### src/sv/gis_pkg.sv
// ----------------------------------------------------------------------------
// gis_pkg
// Shared types, codes and helpers of the GPS/IMU speed estimator.
// ----------------------------------------------------------------------------
`default_nettype none

package gis_pkg;

	localparam logic [1:0] CMD_ACCEL = 2'd0;
	localparam logic [1:0] CMD_GPS   = 2'd1;
	localparam logic [1:0] CMD_CLEAR = 2'd2;

	localparam logic [1:0] ST_VALID   = 2'd0;
	localparam logic [1:0] ST_NOFIX   = 2'd1;
	localparam logic [1:0] ST_CLOCK   = 2'd2;
	localparam logic [1:0] ST_TIMEOUT = 2'd3;

	localparam logic [2:0] REG_MAX_SPEED    = 3'd0;
	localparam logic [2:0] REG_MIN_SATS     = 3'd1;
	localparam logic [2:0] REG_MAX_HDOP     = 3'd2;
	localparam logic [2:0] REG_GPS_TIMEOUT  = 3'd3;
	localparam logic [2:0] REG_MIN_INTERVAL = 3'd4;
	localparam logic [2:0] REG_GAIN         = 3'd5;
	localparam logic [2:0] REG_DEADBAND     = 3'd6;
	localparam logic [2:0] REG_BIAS         = 3'd7;

	localparam int SPD_W = 26;

	// ceil(2^36 / 1000): um/s to mm/s by multiply and shift, exact below 2^26
	localparam logic [26:0] MMS_RECIP = 27'd68719477;

	typedef struct packed {
		logic [15:0]        max_speed;
		logic [5:0]         min_sats;
		logic [15:0]        max_hdop;
		logic [15:0]        gps_timeout;
		logic [15:0]        min_interval;
		logic [16:0]        gain;
		logic [14:0]        deadband;
		logic signed [15:0] bias;
	} cfg_t;

	typedef struct packed {
		logic load;
		logic dispatch;
		logic acc_mul;
		logic acc_add;
		logic med_step;
		logic med_mid;
		logic fix_first;
		logic diff;
		logic mul_lo;
		logic mul_hi;
		logic fix_upd;
		logic div;
		logic out_load;
	} ctrl_cmd_t;

	typedef struct packed {
		logic [1:0] cmd;
		logic       integrate;
		logic       gps_pass;
		logic       fix_started;
		logic       med_last;
		logic       out_free;
	} ctrl_stat_t;

	function automatic logic [SPD_W-1:0] clamp_speed(input logic signed [27:0] v,
			input logic [SPD_W-1:0] top);
		logic [SPD_W-1:0] r;
		if (v[27]) begin
			r = '0;
		end else if (v[26:0] > {1'b0, top}) begin
			r = top;
		end else begin
			r = v[SPD_W-1:0];
		end
		return r;
	endfunction

endpackage

`default_nettype wire

### src/sv/gis_ctrl.sv
// ----------------------------------------------------------------------------
// gis_ctrl
// Sequencer of the estimator: steps the datapath through one item at a time.
// ----------------------------------------------------------------------------
`default_nettype none

module gis_ctrl (
	input  wire logic               clk,
	input  wire logic               arst_n,
	input  wire logic               in_valid,
	output logic                    in_ready,
	input  gis_pkg::ctrl_stat_t     stat,
	output gis_pkg::ctrl_cmd_t      ctl
);

	typedef enum logic [12:0] {
		S_IDLE     = 13'b0000000000001,
		S_DISP     = 13'b0000000000010,
		S_ACC_MUL  = 13'b0000000000100,
		S_ACC_ADD  = 13'b0000000001000,
		S_MED      = 13'b0000000010000,
		S_MID      = 13'b0000000100000,
		S_FIRST    = 13'b0000001000000,
		S_DIFF     = 13'b0000010000000,
		S_MLO      = 13'b0000100000000,
		S_MHI      = 13'b0001000000000,
		S_UPD      = 13'b0010000000000,
		S_DIV      = 13'b0100000000000,
		S_OUT      = 13'b1000000000000
	} state_t;

	state_t state_q, state_d;

	always_comb begin
		state_d = state_q;
		ctl = '0;
		in_ready = 1'b0;
		case (state_q)
			S_IDLE: begin
				in_ready = 1'b1;
				if (in_valid) begin
					ctl.load = 1'b1;
					state_d = S_DISP;
				end
			end
			S_DISP: begin
				ctl.dispatch = 1'b1;
				state_d = S_DIV;
				if (stat.cmd == gis_pkg::CMD_ACCEL && stat.integrate) begin
					state_d = S_ACC_MUL;
				end else if (stat.cmd == gis_pkg::CMD_GPS && stat.gps_pass) begin
					state_d = S_MED;
				end
			end
			S_ACC_MUL: begin
				ctl.acc_mul = 1'b1;
				state_d = S_ACC_ADD;
			end
			S_ACC_ADD: begin
				ctl.acc_add = 1'b1;
				state_d = S_DIV;
			end
			S_MED: begin
				ctl.med_step = 1'b1;
				if (stat.med_last) begin
					state_d = S_MID;
				end
			end
			S_MID: begin
				ctl.med_mid = 1'b1;
				state_d = stat.fix_started ? S_DIFF : S_FIRST;
			end
			S_FIRST: begin
				ctl.fix_first = 1'b1;
				state_d = S_DIV;
			end
			S_DIFF: begin
				ctl.diff = 1'b1;
				state_d = S_MLO;
			end
			S_MLO: begin
				ctl.mul_lo = 1'b1;
				state_d = S_MHI;
			end
			S_MHI: begin
				ctl.mul_hi = 1'b1;
				state_d = S_UPD;
			end
			S_UPD: begin
				ctl.fix_upd = 1'b1;
				state_d = S_DIV;
			end
			S_DIV: begin
				ctl.div = 1'b1;
				state_d = S_OUT;
			end
			S_OUT: begin
				if (stat.out_free) begin
					ctl.out_load = 1'b1;
					state_d = S_IDLE;
				end
			end
			default: begin
				state_d = S_IDLE;
			end
		endcase
	end

	always_ff @(posedge clk or negedge arst_n) begin
		if (!arst_n) begin
			state_q <= S_IDLE;
		end else begin
			state_q <= state_d;
		end
	end

	a_onehot: assert property (@(posedge clk) disable iff (!arst_n) $onehot(state_q))
		else $error("state register not one-hot");
	a_load_idle: assert property (@(posedge clk) disable iff (!arst_n)
		ctl.load |=> state_q == S_DISP)
		else $error("load did not lead to dispatch");
	a_out_wait: assert property (@(posedge clk) disable iff (!arst_n)
		(state_q == S_OUT && !stat.out_free) |=> state_q == S_OUT)
		else $error("result dropped while output busy");

endmodule

`default_nettype wire

### src/sv/gis_dp.sv
// ----------------------------------------------------------------------------
// gis_dp
// Datapath: estimator state, median window, multiply steps, scaling, output.
// ----------------------------------------------------------------------------
`default_nettype none

module gis_dp #(
	parameter int WINDOW_LEN = 5
) (
	input  wire logic               clk,
	input  wire logic               arst_n,
	input  gis_pkg::cfg_t           cfg,
	input  gis_pkg::ctrl_cmd_t      ctl,
	output gis_pkg::ctrl_stat_t     stat,
	input  wire logic [1:0]         cmd,
	input  wire logic [31:0]        time_ms,
	input  wire logic signed [15:0] accel,
	input  wire logic [15:0]        gps_speed,
	input  wire logic [5:0]         sat_count,
	input  wire logic [15:0]        fix_hdop,
	output logic                    out_valid,
	input  wire logic               out_ready,
	output logic                    fix_accepted,
	output logic                    est_valid,
	output logic [15:0]             speed,
	output logic [31:0]             age_ms,
	output logic [5:0]              last_sats,
	output logic [15:0]             last_hdop,
	output logic [1:0]              status
);

	localparam int CW = $clog2(WINDOW_LEN + 1);
	localparam int IW = (WINDOW_LEN > 1) ? $clog2(WINDOW_LEN) : 1;
	localparam int SW = gis_pkg::SPD_W;

	logic [1:0]         cmd_q;
	logic [31:0]        now_q;
	logic signed [15:0] accel_q;
	logic [15:0]        gps_q;
	logic [5:0]         sats_q;
	logic [15:0]        hdop_q;
	logic [SW-1:0]      top_q;

	logic [SW-1:0]      spd_q;
	logic [31:0]        lacc_q;
	logic [31:0]        lfix_q;
	logic [5:0]         hsats_q;
	logic [15:0]        hhdop_q;
	logic               acc_started_q;
	logic               fix_started_q;
	logic [15:0]        win_q [WINDOW_LEN];
	logic [CW-1:0]      fill_q;
	logic [IW-1:0]      head_q;

	logic signed [16:0] a_q;
	logic [8:0]         dt_q;
	logic signed [26:0] prod_q;
	logic [IW-1:0]      med_i_q;
	logic [15:0]        lo_q;
	logic [15:0]        hi_q;
	logic [SW-1:0]      med_q;
	logic [SW-1:0]      ad_q;
	logic               neg_q;
	logic [42:0]        p_q;
	logic [15:0]        quo_q;
	logic               acc_q;
	logic               out_valid_q;

	logic [32:0]        dt33;
	logic               dt_ok;
	logic signed [16:0] a17;
	logic [16:0]        abs17;
	logic [32:0]        fdt33;
	logic               too_soon;
	logic               pass;
	logic [15:0]        cand;
	logic [CW-1:0]      lt_cnt;
	logic [CW-1:0]      le_cnt;
	logic [CW-1:0]      k_lo;
	logic [CW-1:0]      k_hi;
	logic signed [27:0] d28;
	logic [16:0]        gain_eff;
	logic [29:0]        pm_lo;
	logic [29:0]        pm_hi;
	logic [43:0]        rnd;
	logic [SW-1:0]      stp;
	logic signed [27:0] upd_sum;
	logic [52:0]        qprod;
	logic [32:0]        age33;
	logic [CW-1:0]      fill_nx;

	assign dt33  = {1'b0, now_q} - {1'b0, lacc_q};
	assign dt_ok = !dt33[32] && (dt33[31:0] != 32'd0) && (dt33[31:0] <= 32'd500);
	assign a17   = {accel_q[15], accel_q} - {cfg.bias[15], cfg.bias};
	assign abs17 = a17[16] ? 17'(-a17) : 17'(a17);

	assign fdt33    = {1'b0, now_q} - {1'b0, lfix_q};
	assign too_soon = fix_started_q && (fdt33[32] || (fdt33[31:0] < {16'd0, cfg.min_interval}));
	assign pass     = (gps_q <= cfg.max_speed) && (sats_q >= cfg.min_sats) &&
		(hdop_q != 16'd0) && (hdop_q <= cfg.max_hdop) && !too_soon;

	assign cand = win_q[med_i_q];
	assign k_lo = (fill_q - CW'(1)) >> 1;
	assign k_hi = fill_q >> 1;

	always_comb begin
		lt_cnt = '0;
		le_cnt = '0;
		for (int j = 0; j < WINDOW_LEN; j++) begin
			if (CW'(j) < fill_q) begin
				lt_cnt = lt_cnt + CW'(win_q[j] < cand);
				le_cnt = le_cnt + CW'(win_q[j] <= cand);
			end
		end
	end

	assign d28      = $signed({2'b00, med_q}) - $signed({2'b00, spd_q});
	assign gain_eff = (cfg.gain > 17'd65536) ? 17'd65536 : cfg.gain;
	assign pm_lo    = {17'd0, ad_q[12:0]} * {13'd0, gain_eff};
	assign pm_hi    = {17'd0, ad_q[SW-1:13]} * {13'd0, gain_eff};
	assign rnd      = {1'b0, p_q} + 44'd32768;
	assign stp      = rnd[SW+15:16];
	assign upd_sum  = neg_q ? $signed({2'b00, spd_q}) - $signed({2'b00, stp})
		: $signed({2'b00, spd_q}) + $signed({2'b00, stp});
	assign qprod    = {27'd0, spd_q} * {26'd0, gis_pkg::MMS_RECIP};
	assign age33    = {1'b0, now_q} - {1'b0, lfix_q};
	assign fill_nx  = (fill_q < CW'(WINDOW_LEN)) ? fill_q + CW'(1) : fill_q;

	// item registers and work registers
	always_ff @(posedge clk) begin
		if (ctl.load) begin
			cmd_q   <= cmd;
			now_q   <= time_ms;
			accel_q <= accel;
			gps_q   <= gps_speed;
			sats_q  <= sat_count;
			hdop_q  <= fix_hdop;
			top_q   <= {10'd0, cfg.max_speed} * 26'd1000;
		end
		if (ctl.dispatch) begin
			a_q     <= (abs17 < {2'b00, cfg.deadband}) ? 17'sd0 : a17;
			dt_q    <= dt33[8:0];
			med_i_q <= '0;
		end
		if (ctl.acc_mul) begin
			prod_q <= 27'(a_q) * 27'($signed({1'b0, dt_q}));
		end
		if (ctl.med_step) begin
			if (lt_cnt <= k_lo && k_lo < le_cnt) begin
				lo_q <= cand;
			end
			if (lt_cnt <= k_hi && k_hi < le_cnt) begin
				hi_q <= cand;
			end
			med_i_q <= med_i_q + IW'(1);
		end
		if (ctl.med_mid) begin
			med_q <= ({10'd0, lo_q} + {10'd0, hi_q}) * 26'd500;
		end
		if (ctl.diff) begin
			neg_q <= d28[27];
			ad_q  <= d28[27] ? SW'(-d28) : SW'(d28);
		end
		if (ctl.mul_lo) begin
			p_q <= {13'd0, pm_lo};
		end
		if (ctl.mul_hi) begin
			p_q <= p_q + {pm_hi, 13'd0};
		end
		if (ctl.div) begin
			quo_q <= qprod[51:36];
		end
	end

	// median window storage
	always_ff @(posedge clk) begin
		if (ctl.dispatch && cmd_q == gis_pkg::CMD_GPS && pass) begin
			win_q[head_q] <= gps_q;
		end
	end

	// estimator state
	always_ff @(posedge clk or negedge arst_n) begin
		if (!arst_n) begin
			spd_q         <= '0;
			lacc_q        <= '0;
			lfix_q        <= '0;
			hsats_q       <= '0;
			hhdop_q       <= '0;
			acc_started_q <= 1'b0;
			fix_started_q <= 1'b0;
			fill_q        <= '0;
			head_q        <= '0;
			acc_q         <= 1'b0;
		end else begin
			if (ctl.load) begin
				acc_q <= 1'b0;
			end
			if (ctl.dispatch) begin
				case (cmd_q)
					gis_pkg::CMD_ACCEL: begin
						acc_started_q <= 1'b1;
						lacc_q        <= now_q;
					end
					gis_pkg::CMD_GPS: begin
						if (pass) begin
							acc_q  <= 1'b1;
							fill_q <= fill_nx;
							head_q <= (head_q == IW'(WINDOW_LEN - 1)) ? '0 : head_q + IW'(1);
						end
					end
					gis_pkg::CMD_CLEAR: begin
						spd_q         <= '0;
						lacc_q        <= '0;
						lfix_q        <= '0;
						hsats_q       <= '0;
						hhdop_q       <= '0;
						acc_started_q <= 1'b0;
						fix_started_q <= 1'b0;
						fill_q        <= '0;
						head_q        <= '0;
					end
					default: begin
					end
				endcase
			end
			if (ctl.acc_add) begin
				spd_q <= gis_pkg::clamp_speed($signed({2'b00, spd_q}) + 28'(prod_q), top_q);
			end
			if (ctl.fix_first || ctl.fix_upd) begin
				spd_q <= gis_pkg::clamp_speed(ctl.fix_first ? $signed({2'b00, med_q}) : upd_sum,
					top_q);
				fix_started_q <= 1'b1;
				lfix_q        <= now_q;
				hsats_q       <= sats_q;
				hhdop_q       <= hdop_q;
			end
		end
	end

	// result register
	always_ff @(posedge clk or negedge arst_n) begin
		if (!arst_n) begin
			out_valid_q <= 1'b0;
		end else if (ctl.out_load) begin
			out_valid_q <= 1'b1;
		end else if (out_ready) begin
			out_valid_q <= 1'b0;
		end
	end

	always_ff @(posedge clk) begin
		if (ctl.out_load) begin
			fix_accepted <= acc_q;
			est_valid    <= 1'b0;
			speed        <= '0;
			age_ms       <= '0;
			last_sats    <= '0;
			last_hdop    <= '0;
			if (!fix_started_q) begin
				status <= gis_pkg::ST_NOFIX;
			end else begin
				last_sats <= hsats_q;
				last_hdop <= hhdop_q;
				if (age33[32]) begin
					status <= gis_pkg::ST_CLOCK;
				end else begin
					age_ms <= age33[31:0];
					if (age33[31:0] > {16'd0, cfg.gps_timeout}) begin
						status <= gis_pkg::ST_TIMEOUT;
					end else begin
						status    <= gis_pkg::ST_VALID;
						est_valid <= 1'b1;
						speed     <= quo_q;
					end
				end
			end
		end
	end

	assign out_valid = out_valid_q;

	always_comb begin
		stat.cmd         = cmd_q;
		stat.integrate   = acc_started_q && dt_ok && fix_started_q;
		stat.gps_pass    = pass;
		stat.fix_started = fix_started_q;
		stat.med_last    = (CW'(med_i_q) == fill_q - CW'(1));
		stat.out_free    = !out_valid_q || out_ready;
	end

	a_fill: assert property (@(posedge clk) disable iff (!arst_n) fill_q <= CW'(WINDOW_LEN))
		else $error("window fill beyond length");
	a_no_overwrite: assert property (@(posedge clk) disable iff (!arst_n)
		ctl.out_load |-> (!out_valid_q || out_ready))
		else $error("result overwritten before transfer");
	a_valid_status: assert property (@(posedge clk) disable iff (!arst_n)
		(out_valid && est_valid) |-> (status == gis_pkg::ST_VALID && fix_started_q == 1'b1
		|| status == gis_pkg::ST_VALID))
		else $error("valid estimate with non-valid status");

endmodule

`default_nettype wire

### src/sv/gps_imu_speed_estimator_unit.sv
// ----------------------------------------------------------------------------
// gps_imu_speed_estimator_unit
// GPS/IMU forward speed estimator with median-filtered GPS correction.
// ----------------------------------------------------------------------------
// one item at a time; in_ready is high only while the sequencer idles
// steps: load, dispatch, divide, output; an integrated accel sample adds multiply and add;
//   a fix adds median steps (1 step per entry) and midpoint, then first load or, for a later
//   fix, difference, low and high multiply and update; output waits while a result is untaken
// reset clears all estimator state and loads register defaults; no clearing pass
`default_nettype none

module gps_imu_speed_estimator_unit #(
	parameter int WINDOW_LEN = 5
) (
	input  wire logic               clk,
	input  wire logic               arst_n,
	input  wire logic               cfg_valid,
	output logic                    cfg_ready,
	input  wire logic [2:0]         cfg_index,
	input  wire logic [16:0]        cfg_data,
	input  wire logic               in_valid,
	output logic                    in_ready,
	input  wire logic [1:0]         cmd,
	input  wire logic [31:0]        time_ms,
	input  wire logic signed [15:0] accel,
	input  wire logic [15:0]        gps_speed,
	input  wire logic [5:0]         sat_count,
	input  wire logic [15:0]        fix_hdop,
	output logic                    out_valid,
	input  wire logic               out_ready,
	output logic                    fix_accepted,
	output logic                    est_valid,
	output logic [15:0]             speed,
	output logic [31:0]             age_ms,
	output logic [5:0]              last_sats,
	output logic [15:0]             last_hdop,
	output logic [1:0]              status
);

	gis_pkg::cfg_t       cfg_q;
	gis_pkg::ctrl_cmd_t  ctl;
	gis_pkg::ctrl_stat_t stat;

	assign cfg_ready = 1'b1;

	always_ff @(posedge clk or negedge arst_n) begin
		if (!arst_n) begin
			cfg_q.max_speed    <= 16'd30000;
			cfg_q.min_sats     <= 6'd4;
			cfg_q.max_hdop     <= 16'd250;
			cfg_q.gps_timeout  <= 16'd1000;
			cfg_q.min_interval <= 16'd0;
			cfg_q.gain         <= 17'd16384;
			cfg_q.deadband     <= 15'd0;
			cfg_q.bias         <= 16'sd0;
		end else if (cfg_valid) begin
			case (cfg_index)
				gis_pkg::REG_MAX_SPEED:    cfg_q.max_speed    <= cfg_data[15:0];
				gis_pkg::REG_MIN_SATS:     cfg_q.min_sats     <= cfg_data[5:0];
				gis_pkg::REG_MAX_HDOP:     cfg_q.max_hdop     <= cfg_data[15:0];
				gis_pkg::REG_GPS_TIMEOUT:  cfg_q.gps_timeout  <= cfg_data[15:0];
				gis_pkg::REG_MIN_INTERVAL: cfg_q.min_interval <= cfg_data[15:0];
				gis_pkg::REG_GAIN:         cfg_q.gain         <= cfg_data;
				gis_pkg::REG_DEADBAND:     cfg_q.deadband     <= cfg_data[14:0];
				gis_pkg::REG_BIAS:         cfg_q.bias         <= $signed(cfg_data[15:0]);
				default: begin
				end
			endcase
		end
	end

	gis_ctrl u_ctrl (
		.clk      (clk),
		.arst_n   (arst_n),
		.in_valid (in_valid),
		.in_ready (in_ready),
		.stat     (stat),
		.ctl      (ctl)
	);

	gis_dp #(
		.WINDOW_LEN (WINDOW_LEN)
	) u_dp (
		.clk          (clk),
		.arst_n       (arst_n),
		.cfg          (cfg_q),
		.ctl          (ctl),
		.stat         (stat),
		.cmd          (cmd),
		.time_ms      (time_ms),
		.accel        (accel),
		.gps_speed    (gps_speed),
		.sat_count    (sat_count),
		.fix_hdop     (fix_hdop),
		.out_valid    (out_valid),
		.out_ready    (out_ready),
		.fix_accepted (fix_accepted),
		.est_valid    (est_valid),
		.speed        (speed),
		.age_ms       (age_ms),
		.last_sats    (last_sats),
		.last_hdop    (last_hdop),
		.status       (status)
	);

endmodule

`default_nettype wire
### config.mk
export PLATFORM = sky130hd
export DESIGN_NAME = gps_imu_speed_estimator_unit
export DESIGN_NICKNAME = d
export VERILOG_FILES = /design/src/sv/gis_pkg.sv /design/src/sv/gis_ctrl.sv /design/src/sv/gis_dp.sv /design/src/sv/gps_imu_speed_estimator_unit.sv
export SDC_FILE = /design/constraint.sdc
export NUM_CORES = 2
export LEC_CHECK = 0
export BUFFER_PORTS_ARGS = -buffer_cell sky130_fd_sc_hd__buf_2
export CAP_MARGIN = 20
export CELL_PAD_IN_SITES_DETAIL_PLACEMENT = 1
export CELL_PAD_IN_SITES_GLOBAL_PLACEMENT = 2
export CORE_AREA = 3 3 435 437
export DETAILED_ROUTE_END_ITERATION = 16
export DIE_AREA = 0 0 438 440
export GPL_TIMING_DRIVEN = 0
export PLACE_DENSITY_LB_ADDON = 0.2
export SYNTH_ARGS = -nofsm -noshare
export SYNTH_HDL_FRONTEND = slang
export SYNTH_SLANG_ARGS = --single-unit
### constraint.sdc
create_clock -name clk -period 11.45 [get_ports clk]
set_input_delay 0.5725 -clock clk [delete_from_list [all_inputs] [get_ports clk]]
set_output_delay 0.5725 -clock clk [all_outputs]
set_load 0.02 [all_outputs]
==> run_results.csv <==
group,metric,value,unit
synthesis,synth_fa_ha_area_frac,0.3615,
sta,tns,0,ns
synthesis,synth_edf_count,497,
power_and_ir_drop,ir_drop,533.0,uV
critical_path,worst_path_max_delay_cell,"clkbuf_1",
drt,remaining_drc_errors,0,
drt,viasPerCell,5.475,
status,outcome,"finished clean",
synthesis,ys_warn_count,0,
power_and_ir_drop,p_sw_frac,0.4857,
sta,setup-violations-final,0,
synthesis,ys_seq_area_frac,0.2675,
die,die-area,192700,sq um
die,die_h,440,microns
synthesis,synth_seq_cells,753,
synthesis,synth_cells,7904,
min_path,hold_class,"input port to flop",
global_route,antenna_found_initial,13,
critical_path,endpoint_kind,"flop",
sta,max_slew_margin,0.2044,
critical_path,arrival,11.44,ns
global_route,grt_usage,0.2592,
clocking,clk_latency,0.75,ns
sta,period_needed,10.91,ns
critical_path,path_common_cell,"fa_1",
finish,final_area,88360,sq um
clocking,cts_buffers,90,
critical_path,critPathLaunchType,"flop",
power_and_ir_drop,p_int,0.01416,W
synthesis,synth_top_cells_by_area,"fa_1 20%, edfxtp_1 19%, ha_1 16%",
die,start_util,0.4303,
critical_path,reg2reg_from,"cfg_q[43]",
clocking,htreeDepth,3,
sta,fin_ws,0.5425,ns
power_and_ir_drop,power_density,311.5,nW/um^2
drt,ant_nets,0,
synthesis,synth_top_area_frac,0.1980,
finish,nets,10240,
power_and_ir_drop,pwr-share-clk,0.110,
clocking,cts.sinks,753,
power_and_ir_drop,pwr-share-comb,0.730,
sta,worst_slew_pin_slew,1.193,ns
critical_path,max_stage_delay,0.72,ns
synthesis,synth_top_family_by_area,"adder cells",
drt,route.detailed.wl_per_inst,22.85,microns
synthesis,synth_nets,9849,
synthesis,synthFlopType,"edfxtp_1",
power_and_ir_drop,net-switching-power,0.01337,W
clocking,cts_setup_buffers,0,
finish,multi_input_area,52400,sq um
place,post-place-ws,0.6360,ns
die,die_w,438,microns
sta,finalCritPeriodShare,0.9526,
finish,syn2layout_area_growth,10.74,%
global_route,grt_pass1_wl,386400,microns
die,core_area,185400,sq um
place,place_congestion,0.9049,
drt,vias,59450,
critical_path,crit_type,"flop to flop",
sta,rsz0062_at_grt,"false",
synthesis,yosys.area_share.simple,0.1179,
critical_path,path_max_fanout,10,
sta,clock.fmax,91.68,MHz
finish,seq_area,21340,sq um
global_route,gr-total-overflow,0,
critical_path,required,11.98,ns
finish,n_fill_cell,20810,
sta,fin_skew,0.08263,ns
drt,drt-initial-drc-count,3077,
clocking,ctsResizeCount,0,
power_and_ir_drop,seqPwrFrac,0.160,
synthesis,syn-cell-area,79790,sq um
finish,fin_cells,10860,
place,dp_hpwl,200800,microns
clocking,path_clk_slew,0.06,ns
synthesis,synth_xor_area_frac,0.03859,
drt,wl,248100,microns
synthesis,ys_async_sr_fraction,0.3360,
clocking,cts-root-buf,"clkbuf_16",
place,dp.cells,10600,
synthesis,synth_compound_area_frac,0.1086,
critical_path,crit_start,"cfg_q[43]",
power_and_ir_drop,power_leakage,42.85,nW
sta,timing_hold_violations_final,0,
die,row_count,158,
sta,hold_ws,0.06658,ns
place,port_buffers,184,
flow_run,maxCapViolations,0,
synthesis,synth.distinct_cells,114,
die,top_level_ports,190,
min_path,min_from,"cmd[1]",
clocking,cts_tree,"done",
place,post_dp_cell_area,84280,sq um
finish,drive_gt1_frac,0.07176,
synthesis,synthMuxAreaShare,0.02923,
drt,first_pass_iters,7,
global_route,grt_max_degree,69,
synthesis,synth_area_leader_cell,"fa_1",
synthesis,postSynthAreaPerCell,10.10,sq um
clocking,cts_buffer_depth,3,
global_route,grt_pass1_vias,64980,
sta,slew_viol_final,0,
metal layers:
metal | track usage | share of wire
met5 | 0 | 0.000052
met4 | 0.06607 | 0.026
met3 | 0.02720 | 0.037
met2 | 0.4531 | 0.49
met1 | 0.3432 | 0.44
cells in the mapped netlist, types with 11 or more instances:
master     instances
a2111oi_0         12
a211oi_1          42
a21boi_0          13
a21o_1           144
a21oi_1          345
a22o_1            89
a22oi_1           22
a31oi_1           45
and2_1           204
and3_1           207
and3b_1           16
and4_1            11
buf_1             17
buf_2             11
clkbuf_1         197
dfrtp_1          231
dfstp_2           22
edfxtp_1         497
fa_1             789
ha_1            1043
inv_1           1386
mux2_2            96
mux2i_1           53
mux4_2            32
nand2_1          577
nand2b_1          72
nand3_1           87
nand3b_1          13
nand4_1           67
nor2_1           305
nor2b_1           71
nor3_1            96
nor3b_1           24
nor4_1            26
o211ai_1          29
o21a_1            69
o21ai_0          264
o21bai_1          55
o31a_1            14
o31ai_1           24
or2_2             15
or3_1             22
xnor2_1          232
xor2_1           117
layout by cell type, fill, tap and decap left out, types with 29 or more instances in the layout:
cell type	n
dlygate4sd3_1	88
clkbuf_16	90
edfxtp_1	497
and2_1	203
dfrtp_1	231
a31oi_1	45
nand3_1	87
nand2b_1	71
ha_1	1043
xnor2_1	232
xor2_1	117
inv_1	1386
o211ai_1	29
a21oi_1	345
a22o_1	89
nor2_1	300
o21bai_1	55
nand2_1	577
mux2_2	96
clkbuf_1	207
fa_1	789
nor2b_1	70
buf_2	197
nor3_1	94
mux2i_1	53
o21ai_0	264
nand4_1	67
o21a_1	69
and3_1	207
a21o_1	144
a211oi_1	41
mux4_2	32
final timing paths:
check / end / cells past startpoint / slack (ns)
worst min-delay path: u_dp.cmd_q[1] / 1 / 0.07
min in group asynchronous: u_dp.lacc_q[25] / 2 / 0.36
worst max-delay path: u_dp.p_q[41] / 31 / 0.54
max in group asynchronous: u_ctrl.state_q[0] / 4 / 9.82
worst max register to register: u_dp.p_q[41] / 31 / 0.54
worst min register to register: u_ctrl.state_q[8] / 1 / 0.49
power by group through the flow:
stage	clock (W)	combinational (W)	sequential, W
after floorplan	0	0.0150	0.00424
after global placement	0	0.0196	0.00446
after detailed placement	0	0.0202	0.00445
after CTS	0.00311	0.0205	0.00440
after global routing	0.00322	0.0229	0.00443
final	0.00303	0.0201	0.00440
sequential cells by signal (all words and copies together) (netlist names), 17 cells and up, named ones only:
signal	cells
u_dp.lacc_q	32
u_dp.lfix_q	32
u_dp.ad_q	26
u_dp.now_q	32
u_dp.a_q	17
u_dp.age_ms	32
u_dp.med_q	24
cfg_q	118
u_dp.p_q	29
u_dp.prod_q	27
u_dp.win_q	128
u_dp.spd_q	26
u_dp.top_q	23
worst max-delay path: cells and delay by family (launching register included):
kind / cells / cell delay [ns]
and+or+nand+nor: 7 / 2.02
buffers and inverters: 6 / 1.91
xor gates and xnor gates: 2 / 0.51
AOI/OAI and AO/OA: 9 / 2.27
DFF: 1 / 0.62
adders and majority gates: 7 / 3.38
cell type report:
type	instances	area share
Antenna cell	4	0.0001133
Buffer	231	0.01032
Clock buffer	105	0.02658
Clock inverter	64	0.008921
Inverter	1388	0.05896
Multi-Input combinational cell	5532	0.5930
Sequential cell	753	0.2415
Tap cell	2480	0.03512
Timing Repair Buffer	302	0.02545
what timing repair did:
action | CTS | global route
endpoints found under the hold margin | 138 | 0
endpoints found under the setup margin | 0 | 0
hold buffers | 88 | 0
cells by family after synthesis:
kind of cell               Yosys count
AOI/OAI and AO/OA                 1310
xor gates and xnor gates           350
adders and majority gates         1832
buffers and inverters             1619
DFF                                753
muxes                              181
other                                1
and+or+nand+nor                   1858
through the flow:
stage / total power [W] / util
2_1_floorplan: 0.01922 / -
3_3_place_gp: 0.02404 / 0.4520
3_5_place_dp: 0.02463 / 0.4545
4_1_cts: 0.02798 / 0.4761
5_1_grt: 0.03052 / 0.4765
6_report: 0.02753 / 0.4765
No activity file was read; power rests on OpenSTA's default activity.
